### src/hdl/srbs_pkg.sv
// Shared types and constants for the sorted range binary search block.
// Used by srbs_cell, srbs_result_buf and sorted_range_binary_search_top.
package srbs_pkg;

    localparam int DATA_W   = 64;
    localparam int OUTIDX_W = 8;
    localparam int CFG_W    = 9;

    // Operation codes of the input channel.
    localparam logic OP_WRITE  = 1'b0;
    localparam logic OP_LOOKUP = 1'b1;

    // Control that travels with a search token along the cell chain.
    typedef struct packed {
        logic valid;
        logic hit;
    } t_probe_ctl;

    // One finished lookup result.
    typedef struct packed {
        logic                found;
        logic [OUTIDX_W-1:0] index;
        logic [DATA_W-1:0]   low;
        logic [DATA_W-1:0]   high;
    } t_result;

endpackage

### src/hdl/srbs_result_buf.sv
// Output register with one skid entry for finished lookup results.
// Depends on srbs_pkg.
module srbs_result_buf
    import srbs_pkg::*;
(
    input  logic    i_clk,
    input  logic    i_rst_n,
    input  logic    i_res_valid,
    input  t_result i_res,
    input  logic    i_out_ready,
    output logic    o_out_valid,
    output t_result o_out,
    output logic    o_skid_full
);

    logic    r_out_valid;
    logic    n_out_valid;
    t_result r_out;
    t_result n_out;
    logic    r_skid_valid;
    logic    n_skid_valid;
    t_result r_skid;
    t_result n_skid;

    always_comb begin
        n_out_valid  = r_out_valid;
        n_out        = r_out;
        n_skid_valid = r_skid_valid;
        n_skid       = r_skid;
        if (!r_out_valid || i_out_ready) begin
            if (r_skid_valid) begin
                n_out_valid  = 1'b1;
                n_out        = r_skid;
                n_skid_valid = i_res_valid;
                n_skid       = i_res;
            end else begin
                n_out_valid = i_res_valid;
                n_out       = i_res;
            end
        end else if (i_res_valid) begin
            n_skid_valid = 1'b1;
            n_skid       = i_res;
        end
    end

    always_ff @(posedge i_clk) begin
        if (!i_rst_n) begin
            r_out_valid  <= 1'b0;
            r_skid_valid <= 1'b0;
        end else begin
            r_out_valid  <= n_out_valid;
            r_skid_valid <= n_skid_valid;
        end
    end

    always_ff @(posedge i_clk) begin
        r_out  <= n_out;
        r_skid <= n_skid;
    end

    assign o_out_valid = r_out_valid;
    assign o_out       = r_out;
    assign o_skid_full = r_skid_valid;

endmodule

### config.mk
export PLATFORM = sky130hd
export DESIGN_NAME = srbs_result_buf
export DESIGN_NICKNAME = d
export VERILOG_FILES = /design/src/hdl/srbs_pkg.sv /design/src/hdl/srbs_result_buf.sv
export SDC_FILE = /design/constraint.sdc
export NUM_CORES = 1
export LEC_CHECK = 0
export ABC_AREA = 1
export BUFFER_PORTS_ARGS = -buffer_cell sky130_fd_sc_hd__buf_2
export CORE_UTILIZATION = 45
export CTS_BUF_LIST = sky130_fd_sc_hd__clkbuf_16
export DETAILED_ROUTE_END_ITERATION = 7
export GPL_TIMING_DRIVEN = 0
export PLACE_DENSITY = 0.82
export SLEW_MARGIN = 0
export SYNTH_ARGS = -nofsm -noshare
export SYNTH_HDL_FRONTEND = slang
export SYNTH_SLANG_ARGS = --single-unit
### constraint.sdc
create_clock -name i_clk -period 15 [get_ports i_clk]
set_clock_uncertainty 0.2 [all_clocks]
set_input_delay 3 -clock i_clk [delete_from_list [all_inputs] [get_ports i_clk]]
set_output_delay 3 -clock i_clk [all_outputs]
set_load 0.02 [all_outputs]
# Word level (Yosys, flattened, before mapping)
# Index checks and enable logic that the tools add are counted.
totals:
  out_inout_bits: 139
  elab_cells: 23
  inputBits: 141
  reg_bits: 276
op_classes:
  reduce_logical: 4
  n_eq_ne: 1
  n_mux: 8
op_table:
  columns: ["cell", "count"]
  rows:
  - ["137-bit 2-to-1 mux", 4]
  - ["1-bit 2-to-1 mux", 4]
  - ["2-bit != test (second input constant)", 1]
  - ["2-bit AND reduction", 1]
  - ["2-bit nonzero test", 1]
  - ["1-bit zero test", 1]
  - ["1-bit logical OR", 1]

# Longest topological paths before layout
# Gate-level depths: netlist (run 1).
logic_depth:
  word_depth: 4
  mapped_depth: 5
  ltp_nobuf: 5

# Worst setup path after synthesis (run 1)
# No wires, ideal clock.
synth_timing:
  kind: "input-to-reg"
  from: "input i_out_ready"
  to: "register r_skid[0] (netlist bit) (enable)"
  required_ns: 14.292
  arrival_time_ns: 9.192
  path_slack_ns: 5.100
  path_buffers: 0
  setup_time_ns: 0.508
  stages: 3
  cell_sequence: "inv_1 > nand2_1 > o21a_1"
synth_between:
  elab_chain_len: 3
  elab_cells_between_ends: 4
  cone_classes: "eq/ne (1); reduce/logical (3)"
synth_rtl:
  columns: ["element", "line_no", "source"]
  rows:
  - ["start, declared", "srbs_result_buf.sv:10", "input logic i_out_ready,"]
  - ["1-bit logical OR *", "srbs_result_buf.sv:30", "if (!r_out_valid || i_out_ready) begin"]
  - ["2-bit != test (no line) / 2-bit nonzero test (equally long branches)", null, null]
  - ["2-bit AND reduction (no line) *", null, null]
  - ["end signal, assigned", "srbs_result_buf.sv:58", "r_skid <= n_skid;"]
  - ["end, declared", "srbs_result_buf.sv:22", "t_result r_skid;"]
# Mark *: on every way between the ends. The rest lies on a longest branch, timed or not.
# A chain may end at the register's enable or synchronous reset.

# Worst setup path after layout (run 1)
layout_timing:
  from: "input i_out_ready"
  to: "register r_skid[27] (netlist bit) (enable)"
# Same word-level chain as after synthesis.

==> qor.txt, run 1 <==
tightest hold margin: 0.311 ns
sequential fraction of design power: 51.0%
count of standard-cell rows: 54
Initial Util: 45.9%
register area share after synthesis: 82.6%
Syn Nets: 871
share of post-route cells with drive strength above 1: 33.1%
share of the core filled with cells in the final layout: 59.0%
via count of the first global-routing pass: 6,253
post-synth design cell area: 0.0100 mm2
total half-perimeter wirelength after legalization and detailed placement: 15.0 mm
routed wire length: 21.7 mm
post-route antenna net violation count: 0
CP Data Required Time: 14.98 ns
switching share of total power: 22.3%
clock tree from TritonCTS: yes
Slew headroom: 69.8%
global-route total usage across every layer: 18.5%
capture instance of the worst register-to-register path: r_skid[27]
Hold Path Cell Cnt: 2
r2r worst-path depth: 5
hold path endpoint: o_out[125]
register clock-pin slew on the reported worst setup and hold paths: 0.06 ns
most common library cell in the layout ignoring fill and taps: sky130_fd_sc_hd__nand2_1
Worst Path Arrival: 4.57 ns
final critical-path required period: 4.59 ns
average footprint of a synthesized cell: 13.7 um2
grt total ovfl: 0
Seq cells post-synth: 276
peak fanout along the critical path: 69
final hold violation count: 0
sort of element at the start of the critical path: input pin
height of the die: 151 um
Die X: 151 um
transition time of the tightest slew-check pin: 0.452 ns
beginning of the worst register-to-register path: o_out_valid
timing-limited maximum frequency: 0.218 GHz
filler instances: 1,733
clock tree root driver cell: sky130_fd_sc_hd__clkbuf_16
number of port buffers: 279
Setup Crit Path Kind: input pin to flip-flop
highest-count cells in the layout ignoring fill and taps: sky130_fd_sc_hd__nand2_1 (416), sky130_fd_sc_hd__buf_2 (306), sky130_fd_sc_hd__edfxtp_1 (274), sky130_fd_sc_hd__clkbuf_16 (29), sky130_fd_sc_hd__clkinv_1 (9)
vias per cell: 4.73
core outline area: 0.0218 mm2
synth unique cells: 11
total of hold buffers inserted after clock tree synthesis: 0
total clock buffers created by CTS: 28
total setup violations reported at the end of the flow: 0
largest buffer count on any clock path: 3
most area-hungry cell type in the Yosys netlist: sky130_fd_sc_hd__edfxtp_1
Net count, final: 1,184
Cell Int Power: 1420 uW
number of antenna violations at the first check in global routing: 6
Post-Synthesis Cells: 730
area added between synthesis and finish: 28.5%
final period utilization: 30.6%
kind of capture point of the worst setup path: flip-flop
CTS resizes: 0
launch instance of the worst min-delay path: r_skid[125]
maximum number of pins on one net before global-route repair: 70
final weighted congestion in routability-driven placement: 0.858
number of sinks driven by the clock tree: 276
H-tree levels: 1
fraction of power consumed by combinational cells: 9.4%
vias after detailed routing: 6,360
clk_lat worst skew: 0.52 ns
Cell Pwr Density: 142 mW/mm2
worst reg-to-reg setup slack: 12.68 ns
Area contributors post-synth: sky130_fd_sc_hd__edfxtp_1 (82%), sky130_fd_sc_hd__nand2_1 (16%), sky130_fd_sc_hd__buf_2 (1.3%)
final-report max-slew violation count: 0
Ys Warns: 0
unrepaired setup endpoints after global routing: false
clock network fraction of total power: 39.6%
worst hold-check path type: flip-flop to flip-flop
portion of synthesized cell area occupied by the leading cell type: 82.2%
buffer count from post-CTS setup fixing: 0
number of search-and-repair iterations in the first detailed-routing pass: 5
DR iter-0 viols: 316
result of the run: complete, no violations
Total Negative Setup Slacks: 0 ns
Leak Pwr: 0.00568 uW
net load switching power: 409 uW
number of violations of the max-capacitance limit: 0
Peak supply drop: 0.104 mV
full die area: 0.0229 mm2
num ports: 280
wire length of the first global-routing pass: 32.1 mm
residual DRC count: 0
average routed wire per standard cell: 16.2 um
==> area by class of cell <==
type | count | area, um2 | share of cell area, %
clock inverter | 23 | 253 | 1.96
sequential | 276 | 8270 | 64.3
timing repair buffer | 283 | 1510 | 11.7
tap | 280 | 350 | 2.72
antenna | 1 | 2.50 | 0.0194
multi-input combinational | 420 | 1600 | 12.4
clock buffer | 29 | 726 | 5.64
buffer | 30 | 150 | 1.17
inverter | 4 | 15.0 | 0.117
==> how the worst max path moves through the flow <==
stage	startpoint	to	slack, ns	cells past startpoint
after floorplan	i_out_ready	r_skid[0]	5.10	3
after global placement	i_out_ready	r_skid[28]	2.33	4
after detailed placement	i_out_ready	r_skid[28]	9.83	7
after CTS	i_out_ready	r_skid[27]	10.38	7
after global routing	i_out_ready	r_skid[27]	10.27	7
final	i_out_ready	r_skid[27]	10.41	7
==> routing by layer <==
metal	vias to the layer above	wire length, um	GRT usage [%]
met5	-	51	0
met4	8	567	6.30
met3	44	1970	5.99
met2	264	11000	31.7
met1	2935	8190	21.9
li1	3109	-	-
==> Yosys cell counts <==
cell type,number
sky130_fd_sc_hd__nand2_1,417
sky130_fd_sc_hd__edfxtp_1,274
sky130_fd_sc_hd__buf_2,27
sky130_fd_sc_hd__inv_1,3
sky130_fd_sc_hd__clkbuf_1,2
sky130_fd_sc_hd__dfxtp_1,2
sky130_fd_sc_hd__buf_4,1
sky130_fd_sc_hd__inv_2,1
sky130_fd_sc_hd__nand3_1,1
sky130_fd_sc_hd__nor2_1,1
sky130_fd_sc_hd__o21a_1,1
==> registers in the layout (all words and copies together) (netlist names) <==
name         cells
o_out          137
r_skid         137
o_out_valid      1
o_skid_full      1
==> power groups by stage <==
stage          Combinational [uW]  Clock [uW]  Sequential, uW
2_1_floorplan                42.7           0            1000
4_1_cts                       175         743             935
3_3_place_gp                  164           0             958
5_1_grt                       189         769             940
6_report                      173         726             935
3_5_place_dp                  175           0             951
==> through the flow <==
stage | total power [uW] | cell area (um2) | std cells | setup WS (ns)
floorplan | 1050 | 10000 | 730 | 5.10
finish | 1830 | 12900 | 1346 | 10.41
CTS | 1850 | 12900 | 1345 | 10.38
detailed placement | 1130 | 11900 | 1293 | 9.83
global route | 1900 | 12900 | 1346 | 10.27
global placement | 1120 | 11800 | 1289 | 2.33
==> kinds of logic after synthesis <==
| kind of cell | Yosys count | synth area share, % |
|---|---|---|
| AO/OA/AOI/OAI | 1 | 0.0750 |
| buffers and inverters | 34 | 1.65 |
| AND/OR/NAND/NOR | 419 | 15.7 |
| flip-flops | 276 | 82.6 |
==> critical path, cell delays in order <==
cell	delay, ns
sky130_fd_sc_hd__buf_2	0.10
sky130_fd_sc_hd__inv_1	0.10
sky130_fd_sc_hd__nand2_4	0.20
sky130_fd_sc_hd__buf_16	0.28
sky130_fd_sc_hd__nand2_1	0.14
sky130_fd_sc_hd__o21a_4	0.34
sky130_fd_sc_hd__buf_16	0.30
Power figures use the tool's default switching activity.
==> run 2: changes to the inputs <==
- PLACE_DENSITY: 0.82 -> 0.85
- clock period: 15 -> 3.9 ns (I/O delays scaled with it)
==> qor.txt, run 2 (same netlist as run 1, synthesis figures left out) <==
result of the run: complete, no violations
final period utilization: 57.6%
number of violations of the max-capacitance limit: 0 (unchanged)
area of placed instances: 0.0119 mm2 (-0.16%)
clock tree from TritonCTS: yes
largest buffer count on any clock path: 3 (unchanged)
final-report max-slew violation count: 0 (unchanged)
Die X: 151 um (unchanged)
Cell Pwr Density: 544 mW/mm2 (+280%)
final hold violation count: 0 (unchanged)
clock tree root driver cell: sky130_fd_sc_hd__clkbuf_16
tightest hold margin: 0.222 ns (-0.0891 ns)
critical path launch point: i_out_ready
routed wire length: 22.0 mm (+1.2%)
height of the die: 151 um (unchanged)
share of the core filled with cells in the final layout: 58.8% (-0.21 points)
num ports: 280 (unchanged)
via count of the first global-routing pass: 6,308 (+0.88%)
Peak supply drop: 0.497 mV (+380%)
count of standard-cell rows: 54 (unchanged)
grt total ovfl: 0 (unchanged)
vias per cell: 4.81 (+1.7%)
Worst Path Arrival: 2.23 ns (-2.34 ns)
final instance area: 0.0128 mm2 (-0.35%)
share of post-route cells with drive strength above 1: 33.4% (+0.25 points)
kind of capture point of the worst setup path: flip-flop
global-route total usage across every layer: 18.5% (about the same)
buffer count from post-CTS setup fixing: 0 (unchanged)
Slew headroom: 62.9% (-6.9 points)
full die area: 0.0229 mm2 (unchanged)
final worst slack: 1.65 ns (-8.76 ns)
timing-limited maximum frequency: 0.445 GHz
post-route antenna net violation count: 0 (unchanged)
worst reg-to-reg setup slack: 1.67 ns (-11.01 ns)
register clock-pin slew on the reported worst setup and hold paths: 0.06 ns (about the same)
vias after detailed routing: 6,473 (+1.8%)
H-tree levels: 1 (unchanged)
CP Data Required Time: 3.89 ns (-11.09 ns)
unrepaired setup endpoints after global routing: false
number of antenna violations at the first check in global routing: 5 (-1)
most common library cell in the layout ignoring fill and taps: sky130_fd_sc_hd__nand2_1
Setup Crit Path Kind: input pin to flip-flop
worst hold-check path type: input pin to flip-flop
residual DRC count: 0 (unchanged)
crit path to: r_skid[84]
final weighted congestion in routability-driven placement: 0.830 (-3.3%)
Net count, final: 1,183 (-0.084%)
r2r worst-path depth: 4 (-1)
total of hold buffers inserted after clock tree synthesis: 0 (unchanged)
number of port buffers: 279 (unchanged)
total clock buffers created by CTS: 28 (unchanged)
beginning of the worst register-to-register path: o_out_valid
clk_lat worst skew: 0.54 ns (+0.02 ns)
CTS resizes: 0 (unchanged)
sort of element at the start of the critical path: input pin
total half-perimeter wirelength after legalization and detailed placement: 14.9 mm (-1.0%)
Leak Pwr: 0.00566 uW (-0.28%)
transition time of the tightest slew-check pin: 0.556 ns (+0.104 ns)
area added between synthesis and finish: 28.0%
DR iter-0 viols: 347 (+9.8%)
peak fanout along the critical path: 67 (-2.9%)
number of search-and-repair iterations in the first detailed-routing pass: 5 (unchanged)
pre-CTS setup slack: 1.13 ns (-8.70 ns)
wire length of the first global-routing pass: 32.4 mm (+0.71%)
final critical-path required period: 2.25 ns
capture instance of the worst register-to-register path: r_skid[84]
highest-count cells in the layout ignoring fill and taps: sky130_fd_sc_hd__nand2_1 (416), sky130_fd_sc_hd__buf_2 (306), sky130_fd_sc_hd__edfxtp_1 (274), sky130_fd_sc_hd__clkbuf_16 (28), sky130_fd_sc_hd__inv_1 (10)
Initial Util: 45.9% (unchanged)
core outline area: 0.0218 mm2 (unchanged)
Total Negative Setup Slacks: 0 ns (unchanged)
average routed wire per standard cell: 16.3 um (+1.1%)
maximum number of pins on one net before global-route repair: 74 (+5.7%)
number of sinks driven by the clock tree: 276 (unchanged)
total setup violations reported at the end of the flow: 0 (unchanged)
## run 2: cell types whose count changed in the layout (fill, tap and decap cells not counted), moves of 3 or more
cell                       before  now
sky130_fd_sc_hd__inv_1          7   10
sky130_fd_sc_hd__clkinv_1       9    2
sky130_fd_sc_hd__clkinv_2       3    7
sky130_fd_sc_hd__diode_2        1    4
## run 2: layout make-up
class	count	area, um2
diodes	4	10.0
plain buffers	30	150
clock buffers	28	701
clock inverters	23	244
fillers	1698	9000
inverters	4	15.0
multi-input cells	420	1610
flip-flops and latches	276	8270
well taps	280	350
repair buffers	282	1480
## run 2: report_power, final
part | leakage (uW) | internal (uW) | switching (uW)
Combinational | 0.00246 | 204 | 456
Sequential | 0.00271 | 3540 | 58.2
Clock | 0.000495 | 1640 | 1090
## run 2: metrics by stage
stage | total power (uW) | std cells
after detailed placement | 4320 | 1292
after global routing | 7200 | 1345
after CTS | 7030 | 1343
final | 6980 | 1347
after global placement | 4290 | 1289
after floorplan | 4010 | 730
## run 2: worst min path at each step
stage | startpoint | end | slack [ns] | depth (start not counted)
after floorplan | r_skid[0] | o_out[0] | 0.29 | 2
final | i_res[9] | r_skid[9] | 0.22 | 1
after global routing | i_res[9] | r_skid[9] | 0.19 | 1
after detailed placement | r_skid[122] | o_out[122] | 0.30 | 2
after global placement | r_skid[124] | o_out[124] | 0.30 | 2
after CTS | i_res[9] | r_skid[9] | 0.19 | 1
## run 2: critical path: stages
cell and delay [ns]:
sky130_fd_sc_hd__buf_2 0.09, sky130_fd_sc_hd__inv_1 0.15, sky130_fd_sc_hd__nand2_8 0.32, sky130_fd_sc_hd__nand2_1 0.24
sky130_fd_sc_hd__o21a_4 0.25, sky130_fd_sc_hd__buf_16 0.30
## run 2: metal layers
metal / up-vias / part of all wire (%) / global-route usage (%)
met4: 0 / 3.2 / 7.25
met3: 53 / 9.6 / 6.23
li1: 3107 / - / -
met2: 285 / 50 / 31.5
met1: 3028 / 37 / 21.5
met5: - / 0 / 0
==> run 3: changes to the inputs <==
- PLACE_DENSITY: 0.85 -> 0.82
- clock period: 3.9 -> 2.2 ns (I/O delays scaled with it)
==> qor.txt, run 3 (same netlist as run 1, synthesis figures left out) <==
number of violations of the max-capacitance limit: 0 (unchanged)
sort of element at the start of the critical path: flip-flop
clock tree from TritonCTS: yes
kind of capture point of the worst setup path: flip-flop
routed wire length: 26.2 mm (+19%)
clock tree root driver cell: sky130_fd_sc_hd__clkbuf_16
height of the die: 151 um (unchanged)
worst reg-to-reg setup slack: 0.20 ns (-1.47 ns)
Cell Pwr Density: 857 mW/mm2 (+57%)
sequential fraction of design power: 52.5% (+1.0 points)
net load switching power: 2930 uW (+83%)
peak fanout along the critical path: 35 (-48%)
Leak Pwr: 0.00626 uW (+10%)
Cell Int Power: 9240 uW (+72%)
unrepaired setup endpoints after global routing: false
top cell family by delay on the critical path: flip-flops
non-filler instance count after layout: 1,496 (+11%)
final hold violation count: 0 (unchanged)
tightest hold margin: 0.314 ns (+0.0918 ns)
final period utilization: 90.8%
final critical-path required period: 2.00 ns
total half-perimeter wirelength after legalization and detailed placement: 14.6 mm (-1.7%)
H-tree levels: 1 (unchanged)
final worst slack: 0.202 ns (-1.45 ns)
total setup violations reported at the end of the flow: 0 (unchanged)
residual DRC count: 0 (unchanged)
full die area: 0.0229 mm2 (unchanged)
wire length of the first global-routing pass: 38.3 mm (+18%)
Die X: 151 um (unchanged)
num ports: 280 (unchanged)
Setup Crit Path Kind: flip-flop to flip-flop
via count of the first global-routing pass: 7,265 (+15%)
total clock buffers created by CTS: 28 (unchanged)
share of post-route cells with drive strength above 1: 29.5% (-3.9 points)
CP bufs+invs: 2 (-1)
switching share of total power: 24.1% (+1.2 points)
most common library cell in the layout ignoring fill and taps: sky130_fd_sc_hd__nand2_1
crit path cell chain: nand2_8 > nand2_4 > o21a_4 > buf_12 > clkbuf_16
number of search-and-repair iterations in the first detailed-routing pass: 5 (unchanged)
Initial Util: 45.9% (unchanged)
Final Total Pwr: 12,200 uW (+74%)
average routed wire per standard cell: 17.5 um (+7.3%)
register clock-pin slew on the reported worst setup and hold paths: 0.06 ns (about the same)
post-route antenna net violation count: 0 (unchanged)
number of antenna violations at the first check in global routing: 3 (-2)
number of sinks driven by the clock tree: 276 (unchanged)
worst hold-check path type: input pin to flip-flop
CTS resizes: 0 (unchanged)
vias after detailed routing: 7,256 (+12%)
maximum number of pins on one net before global-route repair: 70 (-5.4%)
global-route total usage across every layer: 22.2% (+3.7 points)
transition time of the tightest slew-check pin: 0.986 ns (+0.430 ns)
final-report max-slew violation count: 0 (unchanged)
area added between synthesis and finish: 41.9%
clock network fraction of total power: 35.7% (-3.3 points)
clk_lat worst skew: 0.54 ns (about the same)
final weighted congestion in routability-driven placement: 0.809 (-2.6%)
highest-count cells in the layout ignoring fill and taps: sky130_fd_sc_hd__nand2_1 (415), sky130_fd_sc_hd__buf_2 (306), sky130_fd_sc_hd__edfxtp_1 (274), sky130_fd_sc_hd__dlygate4sd3_1 (140), sky130_fd_sc_hd__clkbuf_16 (29)
maximum single-stage delay on the critical path: 0.51 ns (+0.19 ns)
vias per cell: 4.85 (+0.93%)
Peak supply drop: 0.593 mV (+19%)
fraction of power consumed by combinational cells: 11.8% (+2.3 points)
number of port buffers: 279 (unchanged)
pre-CTS setup slack: -0.677 ns (-1.81 ns)
Net count, final: 1,332 (+13%)
library cell contributing the largest single delay on the critical path: sky130_fd_sc_hd__dfxtp_2
CP Data Required Time: 2.23 ns (-1.66 ns)
Slew headroom: 34.2% (-29 points)
DR iter-0 viols: 441 (+27%)
Worst Path Arrival: 2.03 ns (-0.20 ns)
result of the run: complete, no violations
timing-limited maximum frequency: 0.501 GHz
DP Cell Count: 1,291 (-0.077%)
core outline area: 0.0218 mm2 (unchanged)
count of standard-cell rows: 54 (unchanged)
grt total ovfl: 0 (unchanged)
largest buffer count on any clock path: 3 (unchanged)
==> run 3: cell count changes in the layout (fill, tap and decap cells not counted), moves of 3 or more <==
cell,before,now
sky130_fd_sc_hd__buf_4,1,7
sky130_fd_sc_hd__clkinv_1,2,5
sky130_fd_sc_hd__dlygate4sd3_1,0,140
sky130_fd_sc_hd__inv_1,10,15
sky130_fd_sc_hd__nand2_4,0,3
sky130_fd_sc_hd__clkinv_2,7,2
sky130_fd_sc_hd__bufinv_16,5,1
==> run 3: cell type report <==
class,count,area [um2]
Inverter,4,15.0
Tap cell,280,350
Antenna cell,4,10.0
Timing Repair Buffer,429,2940
Clock inverter,23,136
Buffer,30,150
Sequential cell,276,8270
Clock buffer,28,701
Fill cell,1489,7610
Multi-Input combinational cell,422,1640
==> run 3: routing by layer <==
layer	vias up	track usage, %	wire length [um]
met4	0	9.35	913
met3	77	5.54	2130
met5	-	0	0
met2	351	38.9	13400
met1	3415	25.9	9780
li1	3413	-	-
==> run 3: worst paths after layout <==
path | from | endpoint | cells past startpoint
max reg2reg | o_out_valid | r_skid[111] | 5
max | o_out_valid | r_skid[111] | 5
min reg2reg | r_skid[130] | o_out[130] | 2
min | i_out_ready | o_skid_full | 6
==> run 3: worst reg2reg max path, delay by kind of cell (launching register included) <==
family	cells	cell delay, ns
flops	1	0.51
compound gates	1	0.19
simple gates	2	0.41
buf+inv	2	0.38
==> run 3: timing repair <==
item	in CTS	in global routing
hold endpoints to repair	263	0
buffers inserted	0	7
cloned	2	1
hold buffers	140	0
pin swaps	1	0
setup endpoints to repair	123	123
==> run 3: power by group through the flow <==
| stage | logic [uW] | clock network (uW) | registers, uW |
|---|---|---|---|
| final | 1440 | 4350 | 6390 |
| after global routing | 1550 | 4610 | 6420 |
| after detailed placement | 1180 | 0 | 6490 |
| after floorplan | 297 | 0 | 6820 |
| after CTS | 1390 | 4420 | 6390 |
| after global placement | 1120 | 0 | 6480 |
==> run 3: through the flow <==
| stage | cell area [um2] | TNS (ns) | utilization [%] |
|---|---|---|---|
| floorplan | 10000 | -97.00 | - |
| global route | 14200 | 0 | 65.1 |
| CTS | 14100 | 0 | 64.7 |
| global placement | 11800 | -207.02 | 54.0 |
| finish | 14200 | 0 | 65.1 |
| detailed placement | 11800 | -86.28 | 54.3 |
